[config.mk]
export PLATFORM = sky130hd
export DESIGN_NAME = rau_divider
export DESIGN_NICKNAME = d
export VERILOG_FILES = /design/src/hdl/rau_divider.sv
export SDC_FILE = /design/constraint.sdc
export NUM_CORES = 1
export LEC_CHECK = 0
export BUFFER_PORTS_ARGS = -buffer_cell sky130_fd_sc_hd__buf_4
export CAP_MARGIN = 10
export CORE_MARGIN = 2
export CORE_UTILIZATION = 58
export CTS_CLUSTER_SIZE = 16
export DETAILED_ROUTE_END_ITERATION = 8
export GPL_ROUTABILITY_DRIVEN = 1
export GPL_TIMING_DRIVEN = 0
export PLACE_DENSITY = 0.82
export SLEW_MARGIN = 20
export SYNTH_ARGS = -nofsm -noshare
export SYNTH_HDL_FRONTEND = slang
export SYNTH_SLANG_ARGS = --single-unit
[constraint.sdc]
create_clock -name clk_i -period 4.2 [get_ports clk_i]
set_input_delay 1.05 -clock clk_i [delete_from_list [all_inputs] [get_ports clk_i]]
set_output_delay 1.05 -clock clk_i [all_outputs]
set_load 0.05 [all_outputs]
[src/hdl/rau_divider.sv]
// Restoring bit-serial divider, one quotient bit per cycle.
// Depends on nothing; used by the rational arithmetic unit top level.
module rau_divider #(
  parameter int W = 66
) (
  input  logic         clk_i,
  input  logic         rst_ni,
  input  logic         start_i,
  input  logic [W-1:0] num_i,
  input  logic [W-1:0] den_i,
  output logic         done_o,
  output logic [W-1:0] quot_o
);

  localparam int CW = $clog2(W + 1);

  logic [W-1:0]  rem_q, rem_d, quo_q, quo_d, den_q, den_d;
  logic [CW-1:0] cnt_q, cnt_d;
  logic          run_q, run_d, done_q, done_d;
  logic [W:0]    trial;

  // one shift-subtract step
  always_comb begin
    rem_d  = rem_q;
    quo_d  = quo_q;
    den_d  = den_q;
    cnt_d  = cnt_q;
    run_d  = run_q;
    done_d = 1'b0;
    trial  = {rem_q, quo_q[W-1]} - {1'b0, den_q};
    if (start_i) begin
      rem_d = '0;
      quo_d = num_i;
      den_d = den_i;
      cnt_d = CW'(W);
      run_d = 1'b1;
    end else if (run_q) begin
      if (!trial[W]) begin
        rem_d = trial[W-1:0];
        quo_d = {quo_q[W-2:0], 1'b1};
      end else begin
        rem_d = {rem_q[W-2:0], quo_q[W-1]};
        quo_d = {quo_q[W-2:0], 1'b0};
      end
      cnt_d = cnt_q - 1'b1;
      if (cnt_q == CW'(1)) begin
        run_d  = 1'b0;
        done_d = 1'b1;
      end
    end
  end

  always_ff @(posedge clk_i or negedge rst_ni) begin
    if (!rst_ni) begin
      run_q  <= 1'b0;
      done_q <= 1'b0;
      cnt_q  <= '0;
    end else begin
      run_q  <= run_d;
      done_q <= done_d;
      cnt_q  <= cnt_d;
    end
  end

  always_ff @(posedge clk_i) begin
    rem_q <= rem_d;
    quo_q <= quo_d;
    den_q <= den_d;
  end

  assign done_o = done_q;
  assign quot_o = quo_q;

endmodule

==> metrics.md <==
| Metric | Value |
|---|---|
| Status | completed |
| TritonCTS clock tree | yes |
| Post-Syn Instances | approximately 1300 |
| Slew Limit Fails | 0 |
| Avg WL per Cell | a little over 20 um |
| Hold Path Class | in2async |
| Later-pin clock latency in the skew report | ~0.54 ns |
| Vias in the first global route | approximately 11000 |
| Hold-fix buffer count after cts | 0 |
| GRT Resource Usage Total | 31.47% |
| F_max | 251.8 MHz |
| Busiest grt layer | met2 |
| Crit share post-route | between 90 and 100% |
| RePlAce Congestion | 0.9488 |
| Critical Path RT | 4.63 ns |
| Initial DRC Count | approximately 770 |
| Critical-path maximum fanout | 10 |
| Worst-path clk slew | around 0.070 ns |
| RSZ-0062 raised after global routing | false |
| Yosys top cell area share | roughly a third |
| Critical path class | reg2reg |
| #FFs+latches synth | between 200 and 250 |
| Post-layout util | ~72% |
| Max rail drop VDD | around 0.39 mV |
| Setup Buffers After CTS | 0 |
| Type of origin of the critical path | flop |
| Num CTS Buffers | 23 |
| Syn_area_per_cell | approximately 9.6 um^2 |
| CTS Buffer Depth | 3 |
| Vias | between 10000 and 15000 |
| Global-route wire length before repair | 55720 um |
| Internal power | roughly 0.004 W |
| Dominant cells by area after synthesis | edfxtp_1 32%, dfxtp_1 11%, ha_1 6.9% |
| Boundary Pins | between 200 and 250 |
| Initial antenna violation count | 1 |
| Synth async-reset ratio | 4.348% |
| Sequential power share | 43.1% |
| Synth Flop Type | edfxtp_1 |
| FILL cells | between 1500 and 2000 |
| Final ANT Viol Nets | 0 |
| Clock Skew | approximately 0.017 ns |
| Minimum clock period | about 4.0 ns |
| Ys Warns | 0 |
| Drt drc | 0 |
| Max Cap Violations | 0 |
| GRT Residual Overflow | 0 |
| Area of the multi-input gates | about 0.0062 mm^2 |
| R2R cell count | 14 |
| Post-DP HPWL | between 20000 and 30000 um |
| Yosys top cell by area | edfxtp_1 |
| First-pass DRT Iterations | 5 |
| Count of final setup violators | 0 |
| # rows | 53 |
| Die Y | around 150 um |
| Worst EP arrival | 4.40 ns |
| Worst-Margin Slew | approximately 1.2 ns |
| Die X | 150.3 um |
| Post-synthesis cell type count | between 70 and 80 |
| Max_slew headroom | 19.96% |
| Post-synth EDFFs | roughly 130 |
| Largest net degree at the start of global routing | 68 |
| Cell Pwr Density | 373.3 mW/mm^2 |
| Area of the die | ~0.023 mm^2 |
| Synth cell count leaders | 160 x nand2_1, 132 x edfxtp_1, 105 x a21oi_1, 101 x nor2_1, 95 x inv_1 |
| Combinational power share | 20.0% |
| Sequential fraction of the synthesis area | ~44% |
| Clock power frac | a little under two fifths |
| Final wirelength | about 37000 um |
| Mapped Area | around 0.012 mm^2 |
| Core Box Area | 0.02102 mm^2 |
| Nets | 1718 |
| Hold Fails Final Rpt | 0 |
| Layout cell share with drive strength beyond 1 | 23.51% |
| Most common cell in the netlist | nand2_1 |
| Starting density of the core | 59.04% |
| # clock sinks | 207 |
| Post-layout total power | 0.005620 W |
| Grt met2 use | 52.59% |
| Grt met3 use | between 7 and 8% |
| Met1 usage | between 30% and 40% |
| Worst setup EP type | flop |
| DR vias/cell | around 6 |
| Clk root buf | clkbuf_16 |
| Final hold slack | about 0.34 ns |
| Post-Syn Nets | between 1000 and 1500 |
| IO buf count | roughly 200 |
| NetSw | about 0.0017 W |
| Leakage | 6.328 nW |
| Post-cts sizing count | 0 |
| Switching share of power | 29.75% |
| H-Tree Depth | 1 |
| Reg area | between 0.005 and 0.006 mm^2 |
| Syn-to-layout area delta | 21.31% |
cells by family (layout without fill, tap and decap cells):
kind of cell | after synthesis | count (layout) | synth area share (%)
mux | 73 | 73 | 6.542
buf+inv | 160 | 404 | 5.312
flops | 207 | 207 | 44.40
compound gates | 337 | 337 | 18.48
fa+ha+maj | 69 | 69 | 7.016
simple gates | 379 | 379 | 13.88
other cells | 0 | 1 | 0
xor+xnor | 62 | 62 | 4.375
layout make-up:
type                       count  share of cell area (%)
clock buffer                  30                   4.196
antenna                        1                 0.01662
inverter                      95                   2.385
multi-input combinational    920                   41.50
sequential                   207                   36.60
clock inverter                12                  0.8559
tap                          275                   2.285
buffer                        65                   2.011
timing repair buffer         202                   10.15
sequential cells by signal, indices dropped and copies added, names as in the netlist:
signal / cells
run_q: 1
quot_o: 66
den_q: 66
done_o: 1
cnt_q: 7
rem_q: 66
per-layer routing:
metal / vias to the layer above / wire length (um) / part of all wire (%)
met5: - / 0 / 0
met4: 0 / 1711 / 4.7
met3: 112 / 3235 / 8.8
met2: 527 / 17360 / 47
met1: 5179 / 14310 / 39
li1: 5147 / - / -
metrics by stage:
stage | instance area (um^2) | setup slack [ns] | cells | TNS (ns)
after floorplan | 12410 | 0.7092 | 1287 | 0
after CTS | 15050 | 0.2411 | 1806 | 0
after global routing | 15060 | 0.01492 | 1807 | 0
after global placement | 14260 | -1.345 | 1763 | -88.63
after detailed placement | 14290 | -0.1759 | 1764 | -5.904
final | 15060 | 0.2285 | 1807 | 0
critical path: stages, from the launching register on:
cell	delay, ns
edfxtp_1	0.32
inv_1	0.04
ha_1	0.26
buf_2	0.18
a21oi_1	0.08
o21ai_0	0.48
a22oi_1	0.16
a221oi_1	0.61
a211oi_2	0.15
a21oi_1	0.26
nand3_1	0.38
nand2_2	0.27
buf_2	0.30
nand2_1	0.10
a311oi_1	0.27
power groups by stage:
stage / logic (W) / clock network (W) / registers, W
floorplan: 0.000490 / 0 / 0.00269
global placement: 0.00107 / 0 / 0.00246
detailed placement: 0.00110 / 0 / 0.00246
CTS: 0.00111 / 0.00208 / 0.00243
global route: 0.00120 / 0.00215 / 0.00244
finish: 0.00112 / 0.00207 / 0.00242
worst paths after layout:
| check | start | to | slack, ns |
|---|---|---|---|
| max | den_q[51] | rem_q[26] | 0.23 |
| min | rst_ni | cnt_q[3] | 0.34 |
| max reg2reg | den_q[51] | rem_q[26] | 0.23 |
| min reg2reg | rem_q[29] | rem_q[30] | 0.49 |
| max in group asynchronous | rst_ni | cnt_q[6] | 3.73 |
| min in group clk_i | rem_q[29] | rem_q[30] | 0.49 |
cells in the final DEF (no fill, tap or decap), types with 15 or more instances in the layout:
master	Yosys	routed
buf_4	7	208
nand2_1	160	160
edfxtp_1	132	132
a21oi_1	105	105
nor2_1	101	101
inv_1	95	94
ha_1	68	68
dfxtp_1	66	66
mux2_2	65	65
o21ai_0	53	53
xnor2_1	46	46
a311oi_1	43	43
clkbuf_1	36	40
nand4_1	27	27
clkbuf_16	0	23
a21o_1	21	21
a211oi_1	21	21
nor3_1	21	21
o21bai_1	19	19
buf_2	17	17
xor2_1	16	16
nand3_1	15	15
Power figures use the tool's default switching activity.
